===== src/sv/entropy_source_mixer_unit_macros.svh =====
// Assertion macros shared by the entropy source mixer RTL.
`ifndef ENTROPY_SOURCE_MIXER_UNIT_MACROS_SVH
`define ENTROPY_SOURCE_MIXER_UNIT_MACROS_SVH

// Same-cycle implication, disabled while reset is held.
`define ESM_ASSERT_IMP(lbl, clk, rst_n, ante, cons) \
    lbl: assert property (@(posedge clk) disable iff (!(rst_n)) (ante) |-> (cons)) \
        else $error("entropy source mixer: same-cycle check failed");

// Next-cycle implication, disabled while reset is held.
`define ESM_ASSERT_NXT(lbl, clk, rst_n, ante, cons) \
    lbl: assert property (@(posedge clk) disable iff (!(rst_n)) (ante) |=> (cons)) \
        else $error("entropy source mixer: next-cycle check failed");

`endif


===== src/sv/esm_pkg.sv =====
// Package for the entropy source mixer: constants, control word and microprogram.
`timescale 1ns / 1ps
package esm_pkg;

    localparam int unsigned DATA_W = 64;
    localparam int unsigned HALF_W = 32;
    localparam int unsigned RND_W  = 4;
    localparam int unsigned PC_W   = 6;

    localparam logic [DATA_W-1:0] GOLDEN_K = 64'h9E37_79B9_7F4A_7C15;
    localparam logic [DATA_W-1:0] STACK_K  = 64'h517C_C1B7_2722_0A95;
    localparam logic [DATA_W-1:0] POOL_K   = 64'h85EB_CA6B_3B4F_4A5F;
    localparam logic [DATA_W-1:0] CYCLE_K  = 64'hC2B2_AE3D_27D4_EB4F;
    localparam logic [DATA_W-1:0] FMIX_K1  = 64'hFF51_AFD7_ED55_8CCD;
    localparam logic [DATA_W-1:0] FMIX_K2  = 64'hC4CE_B9FE_1A85_EC53;
    localparam int unsigned ROT_SYS    = 23;
    localparam int unsigned ROT_TICK   = 37;
    localparam int unsigned SHR_INT    = 13;
    localparam int unsigned FMIX_SHIFT = 33;

    localparam logic [RND_W-1:0] MIX_ROUNDS_RST = 4'd7;
    localparam logic [RND_W-1:0] ACC_ROUNDS_RST = 4'd3;

    // Configuration register indexes
    typedef enum logic [0:0] {
        REG_MIX_ROUNDS = 1'b0,
        REG_ACC_ROUNDS = 1'b1
    } t_reg;

    // Which 32-bit halves go through the shared multiplier
    typedef enum logic [1:0] {
        MP_NONE,
        MP_LL,
        MP_LH,
        MP_HL
    } t_mpart;

    typedef enum logic [1:0] {
        SRC_X,
        SRC_STACK,
        SRC_POOL,
        SRC_CYC
    } t_src;

    typedef enum logic [2:0] {
        K_STACK,
        K_POOL,
        K_CYC,
        K_F1,
        K_F2
    } t_kc;

    typedef enum logic [1:0] {
        SOP_NONE,
        SOP_LOAD,
        SOP_ADD
    } t_sop;

    typedef enum logic [2:0] {
        XOP_NONE,
        XOP_XOR_SUM,
        XOP_FOLD_SUM,
        XOP_FOLDG_SUM,
        XOP_FOLD,
        XOP_START_ACC,
        XOP_FINISH
    } t_xop;

    typedef enum logic [1:0] {
        CNT_NONE,
        CNT_INC,
        CNT_CLR
    } t_cnt;

    typedef enum logic [1:0] {
        J_NEXT,
        J_IFDONE,
        J_ALWAYS,
        J_END
    } t_jmp;

    typedef enum logic [0:0] {
        B_MIX,
        B_ACC
    } t_bsel;

    typedef struct packed {
        t_mpart          mul_part;
        t_src            src;
        t_kc             kc;
        t_sop            sum_op;
        t_xop            x_op;
        t_cnt            cnt_op;
        t_jmp            jump;
        t_bsel           bsel;
        logic [PC_W-1:0] target;
    } t_ucw;

    // Program layout
    localparam logic [PC_W-1:0] ST_MIX_CHK  = 6'd12;
    localparam logic [PC_W-1:0] ST_MIX_BODY = 6'd13;
    localparam logic [PC_W-1:0] ST_MIX_END  = 6'd22;
    localparam logic [PC_W-1:0] ST_ACC_CHK  = 6'd23;
    localparam logic [PC_W-1:0] ST_ACC_BODY = 6'd24;
    localparam logic [PC_W-1:0] ST_DONE     = 6'd33;

    localparam t_ucw UCW_NOP = '{MP_NONE, SRC_X, K_F1, SOP_NONE, XOP_NONE,
                                 CNT_NONE, J_NEXT, B_MIX, '0};

    // One 64x64 low-half multiply in four steps; the last step leaves x_op to the caller
    function automatic t_ucw mul_step(input logic [1:0] ph, input t_src src, input t_kc kc);
        t_ucw w;
        w     = UCW_NOP;
        w.src = src;
        w.kc  = kc;
        case (ph)
            2'd0:    w.mul_part = MP_LL;
            2'd1: begin
                w.mul_part = MP_LH;
                w.sum_op   = SOP_LOAD;
            end
            2'd2: begin
                w.mul_part = MP_HL;
                w.sum_op   = SOP_ADD;
            end
            default: w.mul_part = MP_NONE;
        endcase
        return w;
    endfunction

    // One fmix64-style round, nine steps, jumping back to its check step
    function automatic t_ucw round_step(input logic [3:0] o, input logic [PC_W-1:0] back);
        t_ucw w;
        w = UCW_NOP;
        case (o) inside
            4'd0:        w.x_op = XOP_FOLD;
            [4'd1:4'd4]: begin
                w = mul_step(2'(o - 4'd1), SRC_X, K_F1);
                if (o == 4'd4) w.x_op = XOP_FOLD_SUM;
            end
            [4'd5:4'd8]: begin
                w = mul_step(2'(o - 4'd5), SRC_X, K_F2);
                if (o == 4'd8) begin
                    w.x_op   = XOP_FOLDG_SUM;
                    w.cnt_op = CNT_INC;
                    w.jump   = J_ALWAYS;
                    w.target = back;
                end
            end
            default:     w = UCW_NOP;
        endcase
        return w;
    endfunction

    // Microprogram read-only table
    function automatic t_ucw ucode(input logic [PC_W-1:0] pc);
        t_ucw w;
        w = UCW_NOP;
        if (pc < ST_MIX_CHK) begin
            case (pc[3:2])
                2'd0:    w = mul_step(pc[1:0], SRC_STACK, K_STACK);
                2'd1:    w = mul_step(pc[1:0], SRC_POOL, K_POOL);
                default: w = mul_step(pc[1:0], SRC_CYC, K_CYC);
            endcase
            if (pc[1:0] == 2'd3) w.x_op = XOP_XOR_SUM;
        end else if (pc == ST_MIX_CHK) begin
            w.jump   = J_IFDONE;
            w.bsel   = B_MIX;
            w.target = ST_MIX_END;
        end else if (pc inside {[ST_MIX_BODY:ST_MIX_END-6'd1]}) begin
            w = round_step(4'(pc - ST_MIX_BODY), ST_MIX_CHK);
        end else if (pc == ST_MIX_END) begin
            w.x_op   = XOP_START_ACC;
            w.cnt_op = CNT_CLR;
        end else if (pc == ST_ACC_CHK) begin
            w.jump   = J_IFDONE;
            w.bsel   = B_ACC;
            w.target = ST_DONE;
        end else if (pc inside {[ST_ACC_BODY:ST_DONE-6'd1]}) begin
            w = round_step(4'(pc - ST_ACC_BODY), ST_ACC_CHK);
        end else begin
            w.x_op = XOP_FINISH;
            w.jump = J_END;
        end
        return w;
    endfunction

endpackage


===== src/sv/entropy_source_mixer_unit.sv =====
// Entropy source mixer: microcoded fold and fmix64-style rehash of entropy samples.
//
//  channel   direction  handshake              payload
//  -------   ---------  ---------------------  ----------------------------------------
//  request   in         i_valid / o_stall      i_no_sample, seven sample fields
//  result    out        o_valid / i_stall      o_mixed_value
//  config    in         i_cfg_wr_en            i_cfg_idx, i_cfg_wdata
//
//  Order: a sample request runs three sample multiplies, the mix rounds and then the
//  accumulator rounds, a no-sample one only the accumulator rounds; the next request
//  waits for the result; a 64-bit multiply is four steps of the shared 32x32 unit.
//  Reset (synchronous, active low) idles the sequencer, drops the result, loads 7/3 rounds.
//  A request is taken only while the sequencer is idle; the result register frees the
//  sequencer, which waits at its final step only if an earlier result is still stalled.
`timescale 1ns / 1ps
`include "entropy_source_mixer_unit_macros.svh"

module entropy_source_mixer_unit
    import esm_pkg::*;
(
    input  logic              i_clk,
    input  logic              i_rst_n,
    // request channel
    input  logic              i_valid,
    output logic              o_stall,
    input  logic              i_no_sample,
    input  logic [DATA_W-1:0] i_perf_counter,
    input  logic [DATA_W-1:0] i_system_time,
    input  logic [DATA_W-1:0] i_tick_count,
    input  logic [DATA_W-1:0] i_interrupt_time,
    input  logic [DATA_W-1:0] i_stack_address,
    input  logic [DATA_W-1:0] i_pool_address,
    input  logic [HALF_W-1:0] i_cycle_count,
    // result channel
    output logic              o_valid,
    input  logic              i_stall,
    output logic [DATA_W-1:0] o_mixed_value,
    // configuration
    input  logic              i_cfg_wr_en,
    input  logic [0:0]        i_cfg_idx,
    input  logic [RND_W-1:0]  i_cfg_wdata
);

    // Control state
    logic              r_busy, n_busy;
    logic [PC_W-1:0]   r_pc, n_pc;
    logic [RND_W-1:0]  r_cnt, n_cnt;
    logic              r_ns, n_ns;
    logic              r_out_vld, n_out_vld;
    logic [RND_W-1:0]  r_mix_rounds, r_acc_rounds;
    logic [DATA_W-1:0] r_acc, n_acc;

    // Datapath
    logic [DATA_W-1:0] r_x, n_x;
    logic [DATA_W-1:0] r_w, n_w;
    logic [DATA_W-1:0] r_p, n_p;
    logic [DATA_W-1:0] r_sum, n_sum;
    logic [DATA_W-1:0] r_gold, n_gold;
    logic [DATA_W-1:0] r_stk, n_stk;
    logic [DATA_W-1:0] r_pool, n_pool;
    logic [HALF_W-1:0] r_cyc, n_cyc;
    logic [DATA_W-1:0] r_out, n_out;

    t_ucw              uc;
    logic              accept;
    logic              advance;
    logic              loop_done;
    logic [RND_W-1:0]  bound;
    logic [DATA_W-1:0] src_val;
    logic [DATA_W-1:0] k_val;
    logic [HALF_W-1:0] mul_a, mul_b;
    logic [DATA_W-1:0] mul_res;
    logic [DATA_W-1:0] sum_s;
    logic [DATA_W-1:0] fold_s;
    logic [DATA_W-1:0] premix;

    assign uc      = ucode(r_pc);
    assign o_stall = r_busy;
    assign accept  = i_valid && !r_busy;
    // hold the final step while an older result is still waiting downstream
    assign advance = r_busy && !(uc.x_op == XOP_FINISH && r_out_vld && i_stall);

    assign o_valid       = r_out_vld;
    assign o_mixed_value = r_out;

    // rotations and the shift of the fold, taken straight from the request
    assign premix = i_perf_counter
                  ^ ((i_system_time << ROT_SYS) | (i_system_time >> (DATA_W - ROT_SYS)))
                  ^ ((i_tick_count << ROT_TICK) | (i_tick_count >> (DATA_W - ROT_TICK)))
                  ^ (i_interrupt_time >> SHR_INT);

    // Operand selection for the shared multiplier
    always_comb begin
        case (uc.src)
            SRC_X:     src_val = r_x;
            SRC_STACK: src_val = r_stk;
            SRC_POOL:  src_val = r_pool;
            SRC_CYC:   src_val = {{HALF_W{1'b0}}, r_cyc};
            default:   src_val = r_x;
        endcase
        case (uc.kc)
            K_STACK: k_val = STACK_K;
            K_POOL:  k_val = POOL_K;
            K_CYC:   k_val = CYCLE_K;
            K_F1:    k_val = FMIX_K1;
            K_F2:    k_val = FMIX_K2;
            default: k_val = FMIX_K1;
        endcase
        case (uc.mul_part)
            MP_LH: begin
                mul_a = src_val[HALF_W-1:0];
                mul_b = k_val[DATA_W-1:HALF_W];
            end
            MP_HL: begin
                mul_a = src_val[DATA_W-1:HALF_W];
                mul_b = k_val[HALF_W-1:0];
            end
            default: begin
                mul_a = src_val[HALF_W-1:0];
                mul_b = k_val[HALF_W-1:0];
            end
        endcase
    end

    assign mul_res = {{HALF_W{1'b0}}, mul_a} * {{HALF_W{1'b0}}, mul_b};

    // only the low half of a cross product reaches the low 64 bits of the result
    assign sum_s  = r_sum + {r_p[HALF_W-1:0], {HALF_W{1'b0}}};
    assign fold_s = sum_s ^ (sum_s >> FMIX_SHIFT);

    assign bound     = (uc.bsel == B_MIX) ? r_mix_rounds : r_acc_rounds;
    assign loop_done = (r_cnt == bound);

    // Next-value logic of sequencer and datapath
    always_comb begin
        n_busy    = r_busy;
        n_pc      = r_pc;
        n_cnt     = r_cnt;
        n_ns      = r_ns;
        n_out_vld = r_out_vld;
        n_acc     = r_acc;
        n_x       = r_x;
        n_w       = r_w;
        n_p       = r_p;
        n_sum     = r_sum;
        n_gold    = r_gold;
        n_stk     = r_stk;
        n_pool    = r_pool;
        n_cyc     = r_cyc;
        n_out     = r_out;

        // drop the result once it is taken
        if (r_out_vld && !i_stall) n_out_vld = 1'b0;

        if (accept) begin
            n_busy = 1'b1;
            n_cnt  = '0;
            n_gold = '0;
            n_stk  = i_stack_address;
            n_pool = i_pool_address;
            n_cyc  = i_cycle_count;
            n_ns   = i_no_sample;
            if (i_no_sample) begin
                // skip straight to the accumulator rounds
                n_x  = r_acc;
                n_pc = ST_ACC_CHK;
            end else begin
                n_x  = premix;
                n_pc = '0;
            end
        end else if (advance) begin
            if (uc.mul_part != MP_NONE) n_p = mul_res;

            case (uc.sum_op)
                SOP_LOAD: n_sum = r_p;
                SOP_ADD:  n_sum = sum_s;
                default:  n_sum = r_sum;
            endcase

            case (uc.x_op)
                XOP_XOR_SUM:   n_x = r_x ^ sum_s;
                XOP_FOLD_SUM:  n_x = fold_s;
                XOP_FOLDG_SUM: n_x = fold_s ^ r_gold;
                XOP_FOLD:      n_x = r_x ^ (r_x >> FMIX_SHIFT);
                XOP_START_ACC: begin
                    n_w = r_x;
                    n_x = r_acc ^ r_x;
                end
                XOP_FINISH: begin
                    n_out_vld = 1'b1;
                    n_out     = r_ns ? r_x : r_w;
                    if (!r_ns) n_acc = r_x;
                end
                default:       n_x = r_x;
            endcase

            case (uc.cnt_op)
                CNT_INC: begin
                    n_cnt  = r_cnt + 4'd1;
                    n_gold = r_gold + GOLDEN_K;
                end
                CNT_CLR: begin
                    n_cnt  = '0;
                    n_gold = '0;
                end
                default: n_cnt = r_cnt;
            endcase

            case (uc.jump)
                J_IFDONE: n_pc = loop_done ? uc.target : r_pc + 6'd1;
                J_ALWAYS: n_pc = uc.target;
                J_END: begin
                    n_busy = 1'b0;
                    n_pc   = '0;
                end
                default:  n_pc = r_pc + 6'd1;
            endcase
        end
    end

    // Control registers
    always_ff @(posedge i_clk) begin
        if (!i_rst_n) begin
            r_busy    <= 1'b0;
            r_pc      <= '0;
            r_cnt     <= '0;
            r_ns      <= 1'b0;
            r_out_vld <= 1'b0;
            r_acc     <= GOLDEN_K;
        end else begin
            r_busy    <= n_busy;
            r_pc      <= n_pc;
            r_cnt     <= n_cnt;
            r_ns      <= n_ns;
            r_out_vld <= n_out_vld;
            r_acc     <= n_acc;
        end
    end

    // Configuration registers
    always_ff @(posedge i_clk) begin
        if (!i_rst_n) begin
            r_mix_rounds <= MIX_ROUNDS_RST;
            r_acc_rounds <= ACC_ROUNDS_RST;
        end else if (i_cfg_wr_en) begin
            case (t_reg'(i_cfg_idx))
                REG_MIX_ROUNDS: r_mix_rounds <= i_cfg_wdata;
                REG_ACC_ROUNDS: r_acc_rounds <= i_cfg_wdata;
                default:        r_mix_rounds <= r_mix_rounds;
            endcase
        end
    end

    // Payload registers
    always_ff @(posedge i_clk) begin
        r_x    <= n_x;
        r_w    <= n_w;
        r_p    <= n_p;
        r_sum  <= n_sum;
        r_gold <= n_gold;
        r_stk  <= n_stk;
        r_pool <= n_pool;
        r_cyc  <= n_cyc;
        r_out  <= n_out;
    end

    // Checks on the sequencer
    `ESM_ASSERT_IMP(a_pc_range, i_clk, i_rst_n, r_busy, r_pc <= ST_DONE)
    `ESM_ASSERT_IMP(a_cnt_bound, i_clk, i_rst_n, r_busy && uc.jump == J_IFDONE, r_cnt <= bound)
    `ESM_ASSERT_NXT(a_finish_vld, i_clk, i_rst_n, advance && uc.x_op == XOP_FINISH, r_out_vld)
    `ESM_ASSERT_NXT(a_ns_acc_hold, i_clk, i_rst_n, accept && i_no_sample, r_acc == $past(r_acc))

endmodule

===== config.mk =====
export PLATFORM = sky130hd
export DESIGN_NAME = entropy_source_mixer_unit
export DESIGN_NICKNAME = d
export VERILOG_FILES = /design/src/sv/esm_pkg.sv /design/src/sv/entropy_source_mixer_unit.sv
export VERILOG_INCLUDE_DIRS = /design/src /design/src/sv
export SDC_FILE = /design/constraint.sdc
export NUM_CORES = 2
export LEC_CHECK = 0
export BUFFER_PORTS_ARGS = -buffer_cell sky130_fd_sc_hd__buf_4
export CELL_PAD_IN_SITES_DETAIL_PLACEMENT = 1
export CELL_PAD_IN_SITES_GLOBAL_PLACEMENT = 2
export CORE_MARGIN = 2
export CORE_UTILIZATION = 40
export DETAILED_ROUTE_END_ITERATION = 12
export GPL_TIMING_DRIVEN = 0
export PLACE_DENSITY = 0.83
export SLEW_MARGIN = 25
export SYNTH_ARGS = -nofsm -noshare
export SYNTH_HDL_FRONTEND = slang
export SYNTH_SLANG_ARGS = --single-unit

===== constraint.sdc =====
create_clock -name i_clk -period 11.84 [get_ports i_clk]
set_clock_uncertainty 0.2 [all_clocks]
set_input_delay 1.776 -clock i_clk [delete_from_list [all_inputs] [get_ports i_clk]]
set_output_delay 1.776 -clock i_clk [all_outputs]
set_load 0.1 [all_outputs]

; Word level (Yosys, flattened, before mapping)
; Index checks and enable logic that the tools add are counted.
[op_classes]
addsub = 10
mul = 1
magnitude_cmp = 13
eq_ne = 41
mux = 84
bitwise = 14
n_reduce_logical = 41
[op_table]
columns = operator, count
row1 = one-hot mux 64 bit (4 select lines), 2
row2 = one-hot mux 64 bit (5 select lines), 1
row3 = bitwise XOR 64 bit, 5
row4 = 2-to-1 mux 64 bit, 4
row5 = one-hot mux 64 bit (2 select lines), 2
row6 = bitwise XOR 64 x 31 -> 64 bit, 2
row7 = 2-to-1 mux 9 bit, 11
row8 = 2-to-1 mux 7 bit, 10
row9 = 2-to-1 mux 11 bit, 6
row10 = adder 64 bit, 1
row11 = "adder 64 bit, second input constant", 1
row12 = multiplier 32 x 32 -> 64 bit, 1
row13 = 2-to-1 mux 32 bit, 2
row14 = OR 64 x 23 -> 64 bit, 1
row15 = OR 64 x 37 -> 64 bit, 1
row16 = bitwise XOR 64 x 51 -> 64 bit, 1
row17 = 2-to-1 mux 23 bit, 2
row18 = one-hot mux 21 bit (2 select lines), 1
row19 = 2-to-1 mux 6 bit, 5
row20 = one-hot mux 2 bit (3 select lines), 5
row21 = "equality test 2 bit, second input constant", 14
row22 = 2-to-1 mux 14 bit, 2
row23 = 2-to-1 mux 3 bit, 7
row24 = "equality test 2 x 1 -> 1 bit, second input constant", 10
row25 = other kinds (40), 107
[word_totals]
reg_bits = 629
in_bits = 427
out_inout_bits = 66
wordCells = 221

; Logic depth before layout (Yosys ltp)
[depth]
depth_word = 28
depth_mapped = 44
ltp_nobuf = 39

; Worst setup path after synthesis
; Ideal clock, no wire load.
[synth_path]
path_kind = reg-to-reg
start = register r_pc[1]
end = register r_p[63] (data pin)
setup_ns = 0.256
t_arrival_ns = 9.701
required_ns = 11.384
setup_slack_ns = 1.683
path_stages_with_launch = 37
n_path_buf = 5
period_less_slack_ns = 10.157
path_cell_list = dfxtp_1 inv_1 ha_1 clkbuf_1 nor3b_2 o32ai_4 and2_1 buf_2 a31oi_2 nor2_2 o21ai_4 buf_2 mux2i_1 clkbuf_1 nor2_1 fa_1 fa_1 inv_1 fa_1 fa_1 inv_1 fa_1 fa_1 fa_1 fa_1 ha_1 clkbuf_1 and4_1 nand2b_1 nor3_1 inv_1 o21a_1 or3_1 a211oi_1 o21ai_0 a211o_1 a22o_1
[synth_between]
elab_chain_cells = 16
elab_cells_between_ends = 77
classes_between = add/sub (6) / mul (1) / order compare (13) / eq/ne (21) / mux (21) / reduce/logical (15)
[synth_lines]
columns = item, line_no
row1 = "start, declared", entropy_source_mixer_unit.sv:46  ; logic [PC_W-1:0] r_pc, n_pc;
row2 = "start signal, assigned", entropy_source_mixer_unit.sv:232  ; r_pc <= n_pc;
row3 = subtractor 4 bit, esm_pkg.sv:180  ; w = round_step(4'(pc - ST_ACC_BODY), ST_ACC_CHK);
row4 = ">= comparator 4 x 3 -> 1 bit (implied by the code), or another cell as far along", esm_pkg.sv:180
row5 = "logical AND 1 bit (implied by the code), or another cell as far along", esm_pkg.sv:180
row6 = 2-to-1 mux 9 bit or one-hot mux 2 bit (3 select lines) (tied branches), "esm_pkg.sv:135, esm_pkg.sv:116"
row7 = 2-to-1 mux 9 bit (2 in a row), esm_pkg.sv:135  ; case (o) inside
row8 = 2-to-1 mux 9 bit (on tied branches), "esm_pkg.sv:179, esm_pkg.sv:135"
row9 = 2-to-1 mux 14 bit or 2-to-1 mux 9 bit (tied branches), "esm_pkg.sv:175, esm_pkg.sv:179"
row10 = 2-to-1 mux 9 bit or 2-to-1 mux 14 bit (tied branches), "esm_pkg.sv:172, esm_pkg.sv:175"
row11 = 2-to-1 mux 23 bit or 2-to-1 mux 9 bit (tied branches), "esm_pkg.sv:170, esm_pkg.sv:172"
row12 = 2-to-1 mux 14 bit or 2-to-1 mux 23 bit (tied branches), "esm_pkg.sv:166, esm_pkg.sv:170"
row13 = 2-to-1 mux 23 bit *, esm_pkg.sv:159  ; if (pc < ST_MIX_CHK) begin
row14 = "equality test 3 bit, or another cell as far along", entropy_source_mixer_unit.sv:101  ; case (uc.kc)
row15 = one-hot mux 64 bit (4 select lines) or equality test 2 bit (tied branches), "entropy_source_mixer_unit.sv:101, entropy_source_mixer_unit.sv:109"
row16 = 2-to-1 mux 32 bit, entropy_source_mixer_unit.sv:109  ; case (uc.mul_part)
row17 = multiplier 32 x 32 -> 64 bit *, entropy_source_mixer_unit.sv:125  ; assign mul_res = {{HALF_W{1'b0}}, mul_a} * {{HALF_W{1'b0}}, mul_b};
row18 = via mul_res[63], entropy_source_mixer_unit.sv:72  ; logic [DATA_W-1:0] mul_res;
row19 = "end signal, assigned", entropy_source_mixer_unit.sv:258  ; r_p <= n_p;
row20 = "end, declared", entropy_source_mixer_unit.sv:56  ; logic [DATA_W-1:0] r_p, n_p;
; Mark *: on every way through the listed nets, which the timed path passes. The rest lies on a longest branch.
; A chain may end at the register's enable or synchronous reset.

; Final worst setup path
[layout_path]
start = register r_pc[0]
end = register r_p[63] (data pin)
; Same word-level chain as after synthesis.

==> impl_metrics.sql <==
INSERT INTO impl_metrics (metric_group, metric, value, unit) VALUES
('clocking', 'htree_levels', '3', ''),
('worst_setup_path', 'cp_common_cell', 'sky130_fd_sc_hd__fa_1', ''),
('synth', 'synth-compound-area-share', '9.706', '%'),
('job', 'timing.max_cap.violations', '0', ''),
('worst_setup_path', 'required', '12060', 'ps'),
('synth', 'number_of_enable_type_register_cells_in_the_synthesized_netlist', '480', ''),
('grt', 'globalRouteOverflowTotal', '0', ''),
('detailed_routing', 'routed_wl', '303.7', 'mm'),
('floorplan', 'placement_rows', '149', ''),
('floorplan', 'io_pins', '493', ''),
('sta', 'min_period', '11660', 'ps'),
('synth', 'yosys.area_share.adder', '32.96', '%'),
('run_status', 'outcome', 'complete, no violations', ''),
('worst_setup_path', 'worst_ep_arrival_time', '11880', 'ps'),
('clocking', 'cts_sinks', '629', ''),
('grt', 'grt_antenna_before_repair', '20', ''),
('worst_setup_path', 'critical_path.slowest_cell', 'sky130_fd_sc_hd__fa_1', ''),
('grt', 'grt_pass1_vias', '59500', ''),
('floorplan', 'core_area', '164600', 'µm²'),
('detailed_routing', 'post-route-drc-count', '0', ''),
('synth', 'synth.cell_area', '66140', 'µm²'),
('worst_setup_path', 'criticalPathCategory', 'reg2reg', ''),
('finish', 'multi_input_comb_area', '44340', 'µm²'),
('synth', 'synth-warning-count', '0', ''),
('synth', 'parity_gate_share_of_the_synthesized_area_counting_xor_and_xnor_cells', '6.184', '%'),
('synth', 'synth.area.top_cells', 'sky130_fd_sc_hd__fa_1 (27%), sky130_fd_sc_hd__edfxtp_1 (22%), sky130_fd_sc_hd__ha_1 (5.8%)', ''),
('detailed_routing', 'via_count', '57100', ''),
('synth', 'synth-async-reset-ratio', '0', '%'),
('sta', 'max_clock_freq', '85.75', 'MHz'),
('worst_setup_path', 'critical_path.endpoint_type', 'flip-flop', ''),
('sta', 'finalWorstSetupSlack', '177.7', 'ps'),
('detailed_routing', 'drt_pre_antenna_iters', '6', ''),
('synth', 'yosys.area.top_type', 'sky130_fd_sc_hd__fa_1', ''),
('detailed_routing', 'route.antenna.remaining_nets', '0', ''),
('clocking', 'cts-buffers-inserted', '70', ''),
('finish', 'post_route_cells_drive_above_1_share', '15.02', '%'),
('detailed_routing', 'post_drt_via_cell_ratio', '5.789', ''),
('clocking', 'cts_buffer_depth', '3', ''),
('sta', 'grt_setup_unrepaired', 'true', ''),
('synth', 'synthSimpleGateAreaFrac', '13.60', '%'),
('detailed_routing', 'post_drt_wl_per_cell', '30.79', 'µm'),
('synth', 'netlist.area_leader.share', '27.15', '%'),
('synth', 'avgSynthCellArea', '9.461', 'µm²'),
('synth', 'postSynthCellCount', '6991', ''),
('worst_setup_path', 'critical_path.startpoint_type', 'flip-flop', ''),
('sta', 'post-route-period-util', '98.50', '%'),
('synth', 'synthMuxAreaShare', '3.312', '%'),
('placement', 'gp_congestion', '1.030', ''),
('sta', 'timing_worst_slew_pin_value', '1284', 'ps'),
('finish', 'area.sequential', '17400', 'µm²'),
('hold_path', 'min_path_type', 'reg2reg', ''),
('grt', 'grt_first_pass_wirelength', '428.7', 'mm'),
('placement', 'port_buffers', '477', ''),
('sta', 'hold_viol_final', '0', ''),
('finish', 'fillCellCount', '18730', ''),
('synth', 'synth_most_common_cell', 'sky130_fd_sc_hd__nand2_1', ''),
('sta', 'setup_viol', '0', ''),
('synth', 'synthesis.nets', '8622', ''),
('finish', 'area_growth', '16.53', '%'),
('synth', 'synthDistinctLibCells', '102', ''),
('synth', 'synth_top_cells_by_count', 'sky130_fd_sc_hd__nand2_1 (968), sky130_fd_sc_hd__inv_1 (958), sky130_fd_sc_hd__fa_1 (897)', ''),
('synth', 'synth-seq-cells', '629', ''),
('floorplan', 'dieHeight', '410.6', 'µm'),
('synth', 'synth_top_family_by_area', 'adder cells', ''),
('detailed_routing', 'dr.first_iter.drc_count', '5802', ''),
('sta', 'timing.max_slew.rel_slack', '14.29', '%'),
('clocking', 'worst_setup_hold_path_clk_slew', '70', 'ps'),
('worst_setup_path', 'max_stage_delay', '600', 'ps'),
('clocking', 'tritoncts', 'built', ''),
('grt', 'overall_routing_resource_usage', '35.65', '%'),
('floorplan', 'floorplan.die_area', '168600', 'µm²');
## cells by family (layout without fill, tap and decap cells)
logic type	Yosys count	in the layout
AND/OR/NAND/NOR	2168	2168
other	0	17
adder cells (fa/ha/maj)	1204	1204
buffers and inverters	1352	2019
XOR/XNOR	467	467
AO/OA/AOI/OAI	968	968
flip-flops	629	629
multiplexers	203	203
## area by class of cell
cell class | instances | share of cell area [%]
antenna | 17 | 0.05519
buffer | 383 | 2.386
clock buffer | 83 | 2.417
clock inverter | 45 | 0.8084
inverter | 958 | 4.665
multi-input combinational | 5010 | 57.52
sequential | 629 | 22.58
tap | 2189 | 3.553
timing repair buffer | 550 | 6.010
## placed cells by master (no fill, tap or decap), types with 55 or more instances in the layout
master | synthesis | routed
sky130_fd_sc_hd__inv_1 | 958 | 958
sky130_fd_sc_hd__clkbuf_1 | 258 | 192
sky130_fd_sc_hd__o21ai_0 | 154 | 145
sky130_fd_sc_hd__xnor2_1 | 336 | 330
sky130_fd_sc_hd__nor2_1 | 830 | 815
sky130_fd_sc_hd__mux2i_1 | 76 | 58
sky130_fd_sc_hd__nand3_1 | 94 | 94
sky130_fd_sc_hd__a21o_1 | 56 | 55
sky130_fd_sc_hd__edfxtp_1 | 480 | 480
sky130_fd_sc_hd__mux2_2 | 126 | 126
sky130_fd_sc_hd__a21oi_1 | 324 | 317
sky130_fd_sc_hd__fa_1 | 897 | 897
sky130_fd_sc_hd__xor2_1 | 131 | 130
sky130_fd_sc_hd__ha_1 | 307 | 303
sky130_fd_sc_hd__clkbuf_16 | 0 | 72
sky130_fd_sc_hd__buf_4 | 6 | 519
sky130_fd_sc_hd__dfxtp_1 | 149 | 147
sky130_fd_sc_hd__buf_2 | 109 | 81
sky130_fd_sc_hd__clkbuf_2 | 2 | 55
sky130_fd_sc_hd__nand2_1 | 968 | 951
## flip-flops by register name, indices dropped and copies added (netlist names)
signal and cells:
r_ns 1, o_stall 1, r_sum 64, r_cyc 32, o_mixed_value 64, r_acc_rounds 4, r_stk 64, r_p 64
r_gold 64, o_valid 1, r_pc 6, r_acc 64, r_x 64, r_pool 64, r_cnt 4, r_mix_rounds 4
r_w 64
## what timing repair did
action                     CTS  global route
gates resized for setup     95           165
pin swaps                    7            10
hold buffers                 0             0
setup endpoints to repair   34            19
setup buffers               19            17
## metal layers
layer	global-route usage (%)	vias up	part of all wire [%]
met1	45.76	29410	38
met3	8.579	752	11
met5	0	-	0.0089
met4	21.11	4	7.3
met2	54.73	3172	44
li1	-	23770	-
## path summary, 6_finish.rpt
kind / from / to / slack, ps / depth (start not counted)
setup / recovery: r_pc[0]$_SDFFE_PN0P_ / r_p[63]$_DFFE_PP_ / 180 / 37
hold / removal: r_x[55]$_DFFE_PP_ / r_w[55]$_DFFE_PP_ / 230 / 0
setup reg to reg: r_pc[0]$_SDFFE_PN0P_ / r_p[63]$_DFFE_PP_ / 180 / 37
hold reg to reg: r_x[55]$_DFFE_PP_ / r_w[55]$_DFFE_PP_ / 230 / 0
## worst max-delay path: cells and delay by family, from the launching register on
kind / cells / cell delay (ps)
fa+ha+maj: 10 / 4690
simple gates: 8 / 2260
buf+inv: 11 / 2020
compound gates: 8 / 1750
flops: 1 / 430
## per-stage QoR
| stage | hold slack, ps | area, µm² | util (%) | TNS [ps] | instances |
|---|---|---|---|---|---|
| 5_1_grt | 249.0 | 77040 | 46.80 | -170.7 | 9848 |
| 6_report | 233.8 | 77080 | 46.82 | 0 | 9864 |
| 4_1_cts | 241.3 | 76410 | 46.42 | 0 | 9837 |
| 2_1_floorplan | 224.4 | 66140 | - | 0 | 6991 |
| 3_5_place_dp | 233.5 | 73460 | 44.63 | -17730 | 9693 |
| 3_3_place_gp | 228.8 | 72460 | 44.02 | -44440 | 9657 |
Power is not shown: default switching activity piles up to over one toggle a cycle in this logic, so the estimate is an artifact.
